**config.mk**
```make
export PLATFORM = sky130hd
export DESIGN_NAME = light_seeking_pid_steering
export DESIGN_NICKNAME = d
export VERILOG_FILES = /design/src/rtl/lsps_pkg.sv /design/src/rtl/light_seeking_pid_steering.sv /design/src/rtl/lsps_steer.sv /design/src/rtl/lsps_pid_state.sv /design/src/rtl/lsps_pid_calc.sv
export SDC_FILE = /design/constraint.sdc
export NUM_CORES = 2
export LEC_CHECK = 0
export BUFFER_PORTS_ARGS = -buffer_cell sky130_fd_sc_hd__buf_4
export CORE_ASPECT_RATIO = 2
export CORE_UTILIZATION = 65
export CTS_CLUSTER_SIZE = 12
export DETAILED_ROUTE_END_ITERATION = 12
export PLACE_DENSITY_LB_ADDON = 0.05
export SYNTH_ARGS = -nofsm -noshare
export SYNTH_HDL_FRONTEND = slang
export SYNTH_SLANG_ARGS = --single-unit
```
**constraint.sdc**
```tcl
create_clock -name clk_i -period 16.6 [get_ports clk_i]
set_input_delay 0.83 -clock clk_i [delete_from_list [all_inputs] [get_ports clk_i]]
set_output_delay 0.83 -clock clk_i [all_outputs]
set_load 0.02 [all_outputs]
```
**src/rtl/lsps_pkg.sv**
```systemverilog
// shared types, constants and helpers for the light-seeking pid steering block
package lsps_pkg;

  localparam int unsigned PHOTO_W    = 10;
  localparam int unsigned DUTY_W     = 8;
  localparam int unsigned GAIN_W     = 8;
  localparam int unsigned THR_W      = 10;
  localparam int unsigned ERR_W      = 11;
  localparam int unsigned DELTA_W    = 12;
  localparam int unsigned SUM_W      = 32;
  localparam int unsigned WIDE_W     = 41;
  localparam int unsigned CFG_IDX_W  = 3;
  localparam int unsigned CFG_DATA_W = 10;

  localparam logic [GAIN_W-1:0] GAIN_P_RST    = 8'd1;
  localparam logic [GAIN_W-1:0] GAIN_I_RST    = 8'd0;
  localparam logic [GAIN_W-1:0] GAIN_D_RST    = 8'd1;
  localparam logic [THR_W-1:0]  THRESHOLD_RST = 10'd50;
  localparam logic [DUTY_W-1:0] FULL_DUTY_RST = 8'd250;
  localparam logic [DUTY_W-1:0] SLOW_DUTY_RST = 8'd100;

  localparam logic signed [SUM_W-1:0] S32_MAX = 32'sh7fff_ffff;
  localparam logic signed [SUM_W-1:0] S32_MIN = 32'sh8000_0000;

  typedef enum logic [CFG_IDX_W-1:0] {
    CFG_GAIN_P    = 3'd0,
    CFG_GAIN_I    = 3'd1,
    CFG_GAIN_D    = 3'd2,
    CFG_THRESHOLD = 3'd3,
    CFG_FULL_DUTY = 3'd4,
    CFG_SLOW_DUTY = 3'd5
  } cfg_idx_e;

  typedef enum logic [1:0] {
    TURN_STRAIGHT = 2'd0,
    TURN_LEFT     = 2'd1,
    TURN_RIGHT    = 2'd2
  } turn_e;

  typedef struct packed {
    logic [PHOTO_W-1:0] photo_a;
    logic [PHOTO_W-1:0] photo_b;
    logic [PHOTO_W-1:0] photo_c;
    logic [PHOTO_W-1:0] photo_d;
  } in_t;

  typedef struct packed {
    logic [DUTY_W-1:0]       motor_one_duty;
    logic [DUTY_W-1:0]       motor_two_duty;
    turn_e                   turn_kind;
    logic                    pid_applied;
    logic signed [SUM_W-1:0] correction;
  } out_t;

  typedef struct packed {
    logic [GAIN_W-1:0] gain_p;
    logic [GAIN_W-1:0] gain_i;
    logic [GAIN_W-1:0] gain_d;
    logic [THR_W-1:0]  turn_threshold;
    logic [DUTY_W-1:0] full_duty;
    logic [DUTY_W-1:0] slow_duty;
  } cfg_t;

  typedef struct packed {
    turn_e                   kind;
    logic [DUTY_W-1:0]       duty_one;
    logic [DUTY_W-1:0]       duty_two;
    logic                    run_pid;
    logic signed [ERR_W-1:0] err;
  } steer_t;

  typedef struct packed {
    steer_t                    steer;
    logic signed [DELTA_W-1:0] delta;
    logic signed [SUM_W-1:0]   esum;
  } stage_t;

  // clamp a wide signed value to the 32-bit signed range
  function automatic logic signed [SUM_W-1:0] sat_s32(input logic signed [WIDE_W-1:0] v);
    logic signed [SUM_W-1:0] r;
    if (v > WIDE_W'(S32_MAX)) begin
      r = S32_MAX;
    end else if (v < WIDE_W'(S32_MIN)) begin
      r = S32_MIN;
    end else begin
      r = v[SUM_W-1:0];
    end
    return r;
  endfunction

endpackage

```
**src/rtl/light_seeking_pid_steering.sv**
```systemverilog
// top level: config registers, input/stage/result registers and handshakes
// data path: input register, then stage register, then result register
// throughput: one transaction per cycle while out_ready_i does not stall the output; the pid state loop
//   (sum add and clamp) is combinational in the stage after the input register
// each stage advances when the one after it is empty or advancing
// reset: asynchronous active low; clears valids, pid state and loads register defaults
module light_seeking_pid_steering (
  input  logic                                clk_i,
  input  logic                                rst_ni,
  input  logic                                in_valid_i,
  output logic                                in_ready_o,
  input  lsps_pkg::in_t                       in_data_i,
  output logic                                out_valid_o,
  input  logic                                out_ready_i,
  output lsps_pkg::out_t                      out_data_o,
  input  logic                                cfg_valid_i,
  output logic                                cfg_ready_o,
  input  logic [lsps_pkg::CFG_IDX_W-1:0]      cfg_index_i,
  input  logic [lsps_pkg::CFG_DATA_W-1:0]     cfg_data_i
);

  lsps_pkg::cfg_t   cfg_q, cfg_d;
  lsps_pkg::in_t    in_q;
  lsps_pkg::stage_t stage_q, stage_d;
  lsps_pkg::out_t   out_q, out_d;
  lsps_pkg::steer_t steer;
  logic signed [lsps_pkg::SUM_W-1:0]   stage_esum;
  logic signed [lsps_pkg::DELTA_W-1:0] stage_delta;
  logic             in_valid_q, stage_valid_q, out_valid_q;
  logic             in_en, stage_en, out_en, pid_upd;

  // configuration
  assign cfg_ready_o = 1'b1;

  always_comb begin
    cfg_d = cfg_q;
    if (cfg_valid_i) begin
      case (lsps_pkg::cfg_idx_e'(cfg_index_i))
        lsps_pkg::CFG_GAIN_P:    cfg_d.gain_p         = cfg_data_i[7:0];
        lsps_pkg::CFG_GAIN_I:    cfg_d.gain_i         = cfg_data_i[7:0];
        lsps_pkg::CFG_GAIN_D:    cfg_d.gain_d         = cfg_data_i[7:0];
        lsps_pkg::CFG_THRESHOLD: cfg_d.turn_threshold = cfg_data_i;
        lsps_pkg::CFG_FULL_DUTY: cfg_d.full_duty      = cfg_data_i[7:0];
        lsps_pkg::CFG_SLOW_DUTY: cfg_d.slow_duty      = cfg_data_i[7:0];
        default: ;
      endcase
    end
  end

  always_ff @(posedge clk_i or negedge rst_ni) begin
    if (!rst_ni) begin
      cfg_q.gain_p         <= lsps_pkg::GAIN_P_RST;
      cfg_q.gain_i         <= lsps_pkg::GAIN_I_RST;
      cfg_q.gain_d         <= lsps_pkg::GAIN_D_RST;
      cfg_q.turn_threshold <= lsps_pkg::THRESHOLD_RST;
      cfg_q.full_duty      <= lsps_pkg::FULL_DUTY_RST;
      cfg_q.slow_duty      <= lsps_pkg::SLOW_DUTY_RST;
    end else begin
      cfg_q <= cfg_d;
    end
  end

  // pipeline enables
  assign out_en     = !out_valid_q || out_ready_i;
  assign stage_en   = !stage_valid_q || out_en;
  assign in_en      = !in_valid_q || stage_en;
  assign in_ready_o = in_en;
  assign pid_upd    = stage_en && in_valid_q && steer.run_pid;

  lsps_steer u_steer (
    .photo_i (in_q),
    .cfg_i   (cfg_q),
    .steer_o (steer)
  );

  lsps_pid_state u_pid_state (
    .clk_i   (clk_i),
    .rst_ni  (rst_ni),
    .upd_i   (pid_upd),
    .err_i   (steer.err),
    .esum_o  (stage_esum),
    .delta_o (stage_delta)
  );

  assign stage_d = '{steer: steer, delta: stage_delta, esum: stage_esum};

  lsps_pid_calc u_pid_calc (
    .stage_i (stage_q),
    .cfg_i   (cfg_q),
    .out_o   (out_d)
  );

  always_ff @(posedge clk_i or negedge rst_ni) begin
    if (!rst_ni) begin
      in_valid_q    <= 1'b0;
      stage_valid_q <= 1'b0;
      out_valid_q   <= 1'b0;
    end else begin
      if (in_en) begin
        in_valid_q <= in_valid_i;
      end
      if (stage_en) begin
        stage_valid_q <= in_valid_q;
      end
      if (out_en) begin
        out_valid_q <= stage_valid_q;
      end
    end
  end

  always_ff @(posedge clk_i) begin
    if (in_en && in_valid_i) begin
      in_q <= in_data_i;
    end
    if (stage_en && in_valid_q) begin
      stage_q <= stage_d;
    end
    if (out_en && stage_valid_q) begin
      out_q <= out_d;
    end
  end

  assign out_valid_o = out_valid_q;
  assign out_data_o  = out_q;

  a_pid_needs_turn: assert property (@(posedge clk_i) disable iff (!rst_ni)
    out_valid_o |-> !out_data_o.pid_applied
                    || out_data_o.turn_kind != lsps_pkg::TURN_STRAIGHT)
    else $error("pid applied while going straight");

  a_zero_corr: assert property (@(posedge clk_i) disable iff (!rst_ni)
    out_valid_o && !out_data_o.pid_applied |-> out_data_o.correction == '0)
    else $error("correction set without pid");

  a_full_side: assert property (@(posedge clk_i) disable iff (!rst_ni)
    out_valid_o && out_data_o.pid_applied
      |-> out_data_o.motor_one_duty == cfg_q.full_duty
          || out_data_o.motor_two_duty == cfg_q.full_duty)
    else $error("pid result has no full-duty motor");

  a_no_stage_loss: assert property (@(posedge clk_i) disable iff (!rst_ni)
    stage_valid_q && !out_en |=> stage_valid_q)
    else $error("stage transaction dropped under stall");

endmodule

```
**src/rtl/lsps_steer.sv**
```systemverilog
// turn decision from the sensor means, base duties and pid trigger
module lsps_steer (
  input  lsps_pkg::in_t    photo_i,
  input  lsps_pkg::cfg_t   cfg_i,
  output lsps_pkg::steer_t steer_o
);

  logic [lsps_pkg::PHOTO_W:0]          sum_ac, sum_bd;
  logic [lsps_pkg::PHOTO_W-1:0]        mean_ac, mean_bd;
  logic signed [lsps_pkg::PHOTO_W+1:0] diff_ac, diff_bd, thr_s;
  logic                                go_left, go_right;

  assign sum_ac  = {1'b0, photo_i.photo_a} + {1'b0, photo_i.photo_c};
  assign sum_bd  = {1'b0, photo_i.photo_b} + {1'b0, photo_i.photo_d};
  assign mean_ac = sum_ac[lsps_pkg::PHOTO_W:1];
  assign mean_bd = sum_bd[lsps_pkg::PHOTO_W:1];

  assign diff_ac  = $signed({2'b00, mean_ac}) - $signed({2'b00, mean_bd});
  assign diff_bd  = $signed({2'b00, mean_bd}) - $signed({2'b00, mean_ac});
  assign thr_s    = $signed({2'b00, cfg_i.turn_threshold});
  assign go_left  = diff_ac > thr_s;
  assign go_right = diff_bd > thr_s;

  always_comb begin
    steer_o.err = $signed({1'b0, photo_i.photo_a}) - $signed({1'b0, photo_i.photo_b});
    if (go_left) begin
      steer_o.kind     = lsps_pkg::TURN_LEFT;
      steer_o.duty_one = cfg_i.slow_duty;
      steer_o.duty_two = cfg_i.full_duty;
      steer_o.run_pid  = photo_i.photo_a > photo_i.photo_c;
    end else if (go_right) begin
      steer_o.kind     = lsps_pkg::TURN_RIGHT;
      steer_o.duty_one = cfg_i.full_duty;
      steer_o.duty_two = cfg_i.slow_duty;
      steer_o.run_pid  = photo_i.photo_b > photo_i.photo_d;
    end else begin
      steer_o.kind     = lsps_pkg::TURN_STRAIGHT;
      steer_o.duty_one = cfg_i.full_duty;
      steer_o.duty_two = cfg_i.full_duty;
      steer_o.run_pid  = 1'b0;
    end
  end

endmodule

```
**src/rtl/lsps_pid_state.sv**
```systemverilog
// pid integrator and previous-error registers
module lsps_pid_state (
  input  logic                                  clk_i,
  input  logic                                  rst_ni,
  input  logic                                  upd_i,
  input  logic signed [lsps_pkg::ERR_W-1:0]     err_i,
  output logic signed [lsps_pkg::SUM_W-1:0]     esum_o,
  output logic signed [lsps_pkg::DELTA_W-1:0]   delta_o
);

  logic signed [lsps_pkg::SUM_W-1:0]  esum_q, esum_d;
  logic signed [lsps_pkg::ERR_W-1:0]  prev_q, prev_d;
  logic signed [lsps_pkg::WIDE_W-1:0] esum_wide;

  assign esum_wide = lsps_pkg::WIDE_W'(esum_q) + lsps_pkg::WIDE_W'(err_i);
  assign esum_o    = lsps_pkg::sat_s32(esum_wide);
  assign delta_o   = lsps_pkg::DELTA_W'(err_i) - lsps_pkg::DELTA_W'(prev_q);

  assign esum_d = upd_i ? esum_o : esum_q;
  assign prev_d = upd_i ? err_i : prev_q;

  always_ff @(posedge clk_i or negedge rst_ni) begin
    if (!rst_ni) begin
      esum_q <= '0;
      prev_q <= '0;
    end else begin
      esum_q <= esum_d;
      prev_q <= prev_d;
    end
  end

  a_hold_state: assert property (@(posedge clk_i) disable iff (!rst_ni)
    !upd_i |=> $stable(esum_q) && $stable(prev_q))
    else $error("pid state moved without an update");

  a_prev_tracks: assert property (@(posedge clk_i) disable iff (!rst_ni)
    upd_i |=> prev_q == $past(err_i))
    else $error("previous error not loaded");

  a_sum_step: assert property (@(posedge clk_i) disable iff (!rst_ni)
    upd_i && esum_wide <= lsps_pkg::WIDE_W'(lsps_pkg::S32_MAX)
          && esum_wide >= lsps_pkg::WIDE_W'(lsps_pkg::S32_MIN)
      |=> lsps_pkg::WIDE_W'(esum_q) == $past(esum_wide))
    else $error("error sum step wrong inside range");

endmodule

```
**src/rtl/lsps_pid_calc.sv**
```systemverilog
// weighted pid sum, saturation and duty reduction
module lsps_pid_calc (
  input  lsps_pkg::stage_t stage_i,
  input  lsps_pkg::cfg_t   cfg_i,
  output lsps_pkg::out_t   out_o
);

  logic signed [lsps_pkg::GAIN_W:0]   gp_s, gi_s, gd_s;
  logic signed [lsps_pkg::WIDE_W-1:0] prod_p, prod_i, prod_d, total;
  logic signed [lsps_pkg::SUM_W-1:0]  corr;
  logic [lsps_pkg::SUM_W-1:0]         corr_u, mag;
  logic [lsps_pkg::DUTY_W-1:0]        reduced;
  logic                               corr_pos;

  assign gp_s = $signed({1'b0, cfg_i.gain_p});
  assign gi_s = $signed({1'b0, cfg_i.gain_i});
  assign gd_s = $signed({1'b0, cfg_i.gain_d});

  assign prod_p = gp_s * $signed(stage_i.steer.err);
  assign prod_i = gi_s * $signed(stage_i.esum);
  assign prod_d = gd_s * $signed(stage_i.delta);
  assign total  = prod_p + prod_i + prod_d;
  assign corr   = lsps_pkg::sat_s32(total);

  // magnitude fits 32 unsigned bits, also for the most negative value
  assign corr_u   = corr;
  assign mag      = corr[lsps_pkg::SUM_W-1] ? (~corr_u + 32'd1) : corr_u;
  assign reduced  = (mag > {24'd0, cfg_i.full_duty}) ? '0 : cfg_i.full_duty - mag[7:0];
  assign corr_pos = !corr[lsps_pkg::SUM_W-1] && (corr != '0);

  always_comb begin
    out_o.turn_kind   = stage_i.steer.kind;
    out_o.pid_applied = stage_i.steer.run_pid;
    if (stage_i.steer.run_pid) begin
      out_o.correction     = corr;
      out_o.motor_one_duty = corr_pos ? reduced : cfg_i.full_duty;
      out_o.motor_two_duty = corr_pos ? cfg_i.full_duty : reduced;
    end else begin
      out_o.correction     = '0;
      out_o.motor_one_duty = stage_i.steer.duty_one;
      out_o.motor_two_duty = stage_i.steer.duty_two;
    end
  end

endmodule

```
Word level (Yosys, flattened, before mapping)
Cells that the tools add are included.

operators by class
  add/subtract/negate cells = 11
  $mul = 3
  magnitude comparators = 9
  equality and inequality tests = 5
  mux-type cells = 11
  bitwise gates (word level) = 1
  reductions and logical operators = 20

operator list
  cell                                                                               number
  32-bit 2-to-1 mux                                                                  5
  41-bit adder                                                                       2
  41-bit by 32-bit greater-than comparator with 1-bit output, second input constant  2
  41-bit by 32-bit less-than comparator with 1-bit output, second input constant     2
  9-bit by 32-bit multiplier with 41-bit output                                      1
  32-bit by 11-bit adder with 33-bit output                                          1
  10-bit by 10-bit subtractor with 11-bit output                                     3
  32-bit by 1-bit adder with 32-bit output, second input constant                    1
  32-bit by 8-bit greater-than comparator with 1-bit output                          1
  32-bit NOT                                                                         1
  32-bit nonzero test                                                                1
  12-bit by 11-bit greater-than comparator with 1-bit output                         2
  8-bit 2-to-1 mux                                                                   3
  10-bit by 10-bit adder with 11-bit output                                          2
  9-bit by 12-bit multiplier with 21-bit output                                      1
  10-bit greater-than comparator                                                     2
  9-bit by 11-bit multiplier with 20-bit output                                      1
  19-bit 2-to-1 mux                                                                  1
  17-bit 2-to-1 mux                                                                  1
  16-bit 2-to-1 mux                                                                  1
  2-bit AND reduction                                                                6
  11-bit by 11-bit subtractor with 12-bit output                                     1
  8-bit subtractor                                                                   1
  3-bit by 2-bit == test with 1-bit output, second input constant                    2
  other kinds (6)                                                                    16

word-level totals
  register bits after elaboration = 261
  output and inout bits = 54
  word-level logic and storage cells = 87

Logic depth before layout (Yosys ltp)
  depth in word-level cells = 13
  gate-level depth with buffers = 65
  depth with buffers taken out = 59

Hierarchy
A second synthesis with hierarchy kept.

second synthesis, totals
  cells, all modules = 3851
  area, all modules = 36935.4 sq um

by module, submodules not included
  module                      times used  cells an instance  area each (sq um)  seq. area each (sq um)
  lsps_pid_calc               1           2605               22342.7            0.0
  light_seeking_pid_steering  1           290                7041.8             6298.5
  lsps_pid_state              1           538                4245.3             1076.0
  lsps_steer                  1           418                3305.7             0.0

Worst setup path before layout
No wires, ideal clock.

  path kind = register to register
  start point = reg cfg_q[42] (netlist name)
  end point = reg out_q (netlist bit out_data_o[39]), data pin
  setup time = 0.169 ns
  arrival time = 15.026 ns
  required time = 16.431 ns
  path slack = 1.405 ns
  stages on the path, launching flop included = 60
  clock period less this slack = 15.195 ns
  cell sequence = dfstp_2 -> clkbuf_1 -> nand2_1 -> fa_1 -> inv_1 -> fa_1 -> ha_1 -> inv_1 -> fa_1 -> inv_1 -> ha_1 -> a21o_1 -> a21oi_1 -> o21bai_1 -> a21oi_1 -> o21bai_1 -> a21oi_1 -> o21bai_1 -> [... 24 more ...] -> ha_1 -> clkbuf_1 -> inv_1 -> or3_2 -> a31oi_1 -> ha_1 -> a21o_1 -> a21oi_1 -> o21ai_0 -> o21ai_0 -> o31ai_1 -> a311o_2 -> a311o_1 -> a2111oi_2 -> o2111a_2 -> nand3_4 -> buf_6 -> o31ai_1

RTL lines
  element                 RTL line                           text
  start, declared         light_seeking_pid_steering.sv:22   lsps_pkg::cfg_t cfg_q, cfg_d;
  start signal, assigned  light_seeking_pid_steering.sv:59   cfg_q <= cfg_d;
  end signal, assigned    light_seeking_pid_steering.sv:119  out_q <= out_d;
  end, declared           light_seeking_pid_steering.sv:25   lsps_pkg::out_t out_q, out_d;

==> out/summary.txt <==
Tcrit/Tclk final = 94.1%
CTS tree = built
status = complete, no violations
core area = 0.0526 mm^2
Slew Viols, Final = 0
post-synth cell types = 116
GRT Resource Usage Total = 35.2%
Synth Instances = 3,623
f_max = 64.0 MHz
nets@finish = 4,497
detail-routed via count per cell = 5.99
Mapped Avg Cell Area = 9.55 um^2
WL final = 91.1 mm
starting density of the core = 65.8%
Crit path max-delay family = compound AO/OA/AOI/OAI gates
number of synthesized register bits = 261
WL per Instance = 20.8 um
Reg clk slew, reported paths = 60 ps
GP Congestion = 0.992
initial antenna violation count = 1
fraction of registers with async set/reset = 36.8%
layout cells sized above 1 = 9.60%
critical path type = reg2reg
DP HPWL = 75.9 mm
Worst Skew = 30.7 ps
max cap viols = 0
largest net degree at the start of global routing = 70
Synth Cell Area = 0.0346 mm^2
crit-path max cell delay = 660 ps
crit path time final = 15,620 ps
Die H = 328 um
cell total after placement = 4,318
detailed-route via count = 26,200
final hold violations = 0
RSZ-0062 raised after global routing = no
grt ovf = 0
worst relative slew slack = 20.2%
DR pass1 iterations = 7
Post-DRT Antenna Nets = 0
crit end category = register
DRC violations left = 0
Post-synth EDFFs = 165
Most Frequent Cell on Critical Path = o21ai_0
Site Rows = 119
setup TNS = 0 ps
CTS Sinks = 261
die width = 165 um
Worst-Skew Late Latency = 610 ps
first-pass GRT wire length = 146 mm
CTS buffer count = 28
Seq/Total Area, Yosys = 21.3%
Buf/Inv on CP = 7
CP Data Arrival Time = 16,030 ps
die area = 0.0542 mm^2
CP Launch Type = register
final setup fails = 0
Layout area overhead = 6.65%
port bufs = 110
Top FF cell, synth = edfxtp_1
htree depth = 1
Syn Nets = 4,432
post-route insts no fill = 4,375
clk root buf = clkbuf_16
CP max FO = 16
hold buffers post-CTS = 0
initial drt markers = 1,465
diode count = 0
critical path's slowest cell = dfstp_2
Hold Crit Class = in2async
Yosys warning total = 0
number of global-route vias before repair = 28,400
worst slew pin tran = 1200 ps
clk buf depth = 3
IO Pins = 112
Worst EP required = 17,010 ps
==> logic make-up (layout without fill, tap and decap cells) <==
family | count (synthesis) | count (layout) | share of synthesized area, %
AO/OA/AOI/OAI | 611 | 611 | 11.9
buffers and inverters | 794 | 881 | 9.02
multiplexers | 86 | 86 | 2.80
XOR/XNOR | 160 | 160 | 4.15
adder cells (fa/ha/maj) | 757 | 757 | 36.7
other | 1 | 1 | 0.0108
flip-flops | 261 | 261 | 21.3
AND/OR/NAND/NOR | 953 | 953 | 14.2
==> timing repair <==
action                                  4_1_cts  5_1_grt
resized for setup                             0        0
setup buffers                                 0        5
endpoints found under the setup margin        0        2
hold endpoints to repair                      0        0
==> metrics by stage <==
step | util, % | instance area, um^2 | hold WS (ps) | setup WS, ps
3_5_place_dp | 68.4 | 36000 | 422 | 1160
5_1_grt | 70.2 | 36900 | 179 | 112
2_1_floorplan | - | 34600 | 400 | 1400
4_1_cts | 70.1 | 36900 | 143 | 1100
6_report | 70.2 | 36900 | 148 | 978
3_3_place_gp | 68.4 | 36000 | 402 | 1600
==> synth_stat cells, types with 7 or more instances <==
cell type / count / area (um^2)
a211oi_1: 16 / 120
a21o_1: 43 / 323
a21oi_1: 202 / 1010
a221oi_1: 10 / 87.6
a2bb2oi_1: 13 / 114
a311oi_1: 7 / 61.3
a31oi_1: 13 / 81.3
and2_1: 268 / 1680
and3_1: 17 / 106
buf_2: 15 / 75.1
clkbuf_1: 77 / 289
dfrtp_1: 82 / 2050
dfstp_2: 14 / 368
edfxtp_1: 165 / 4950
fa_1: 431 / 8630
ha_1: 320 / 4000
inv_1: 679 / 2550
mux2_2: 85 / 957
nand2_1: 303 / 1140
nand2b_1: 29 / 181
nand3_1: 42 / 210
nand4_1: 27 / 169
nor2_1: 143 / 537
nor2b_1: 17 / 106
nor3_1: 34 / 170
nor4_1: 7 / 43.8
o211ai_1: 12 / 90.1
o21a_1: 28 / 210
o21ai_0: 103 / 515
o21bai_1: 42 / 315
o31ai_1: 23 / 173
or2_2: 12 / 75.1
or3_1: 9 / 56.3
or4_1: 7 / 52.6
xnor2_1: 96 / 841
xor2_1: 61 / 534
==> worst paths after layout <==
path                                    start                endpoint  slack, ps  cells after the start
worst max-delay path                cfg_q[26]          out_data_o[35]        980                     55
worst min-delay path                   rst_ni  u_pid_state.esum_q[22]        150                      1
worst max register to register      cfg_q[26]          out_data_o[35]        980                     55
worst min register to register    stage_q[72]          out_data_o[33]        430                      0
max in group asynchronous              rst_ni              in_valid_q      15140                      2
min in group clk_i              in_data_i[14]                in_q[14]        390                      1
==> placed cells by master, fill, tap and decap left out, types with 27 or more instances in the layout <==
cell,n
buf_4,148
mux2_2,85
nor3_1,34
a21o_1,43
dfrtp_1,82
xnor2_1,96
ha_1,320
a21oi_1,201
nand2_1,302
o21a_1,28
fa_1,431
xor2_1,60
o21ai_0,103
clkbuf_16,28
inv_1,679
nand4_1,27
o21bai_1,42
edfxtp_1,165
and2_1,265
nand2b_1,29
nor2_1,143
nand3_1,42
==> layout make-up <==
| class | instances | area (um^2) |
|---|---|---|
| tap | 665 | 832 |
| clock inverter | 8 | 100 |
| fill | 4084 | 15700 |
| sequential | 261 | 7370 |
| multi-input combinational | 2568 | 24100 |
| timing repair buffer | 148 | 1110 |
| inverter | 681 | 2560 |
| clock buffer | 44 | 791 |
==> state kept, by name, summed over array words and instances (netlist names) <==
register	cells
out_data_o	51
u_pid_state.prev_q	11
in_q	40
out_valid_o	1
stage_valid_q	1
cfg_q	50
stage_q	74
in_valid_q	1
u_pid_state.esum_q	32
==> metal layers <==
layer	vias up	GRT usage (%)	part of all wire, %
li1	12000	-	-
met1	12900	34.4	33
met2	953	66.7	55
met3	360	4.64	4.7
met4	2	23.7	7.6
met5	-	0	0.015
Power is left out: the tool's default activity adds up to more than one toggle a clock period on the data nets, which glitch-free logic cannot reach.
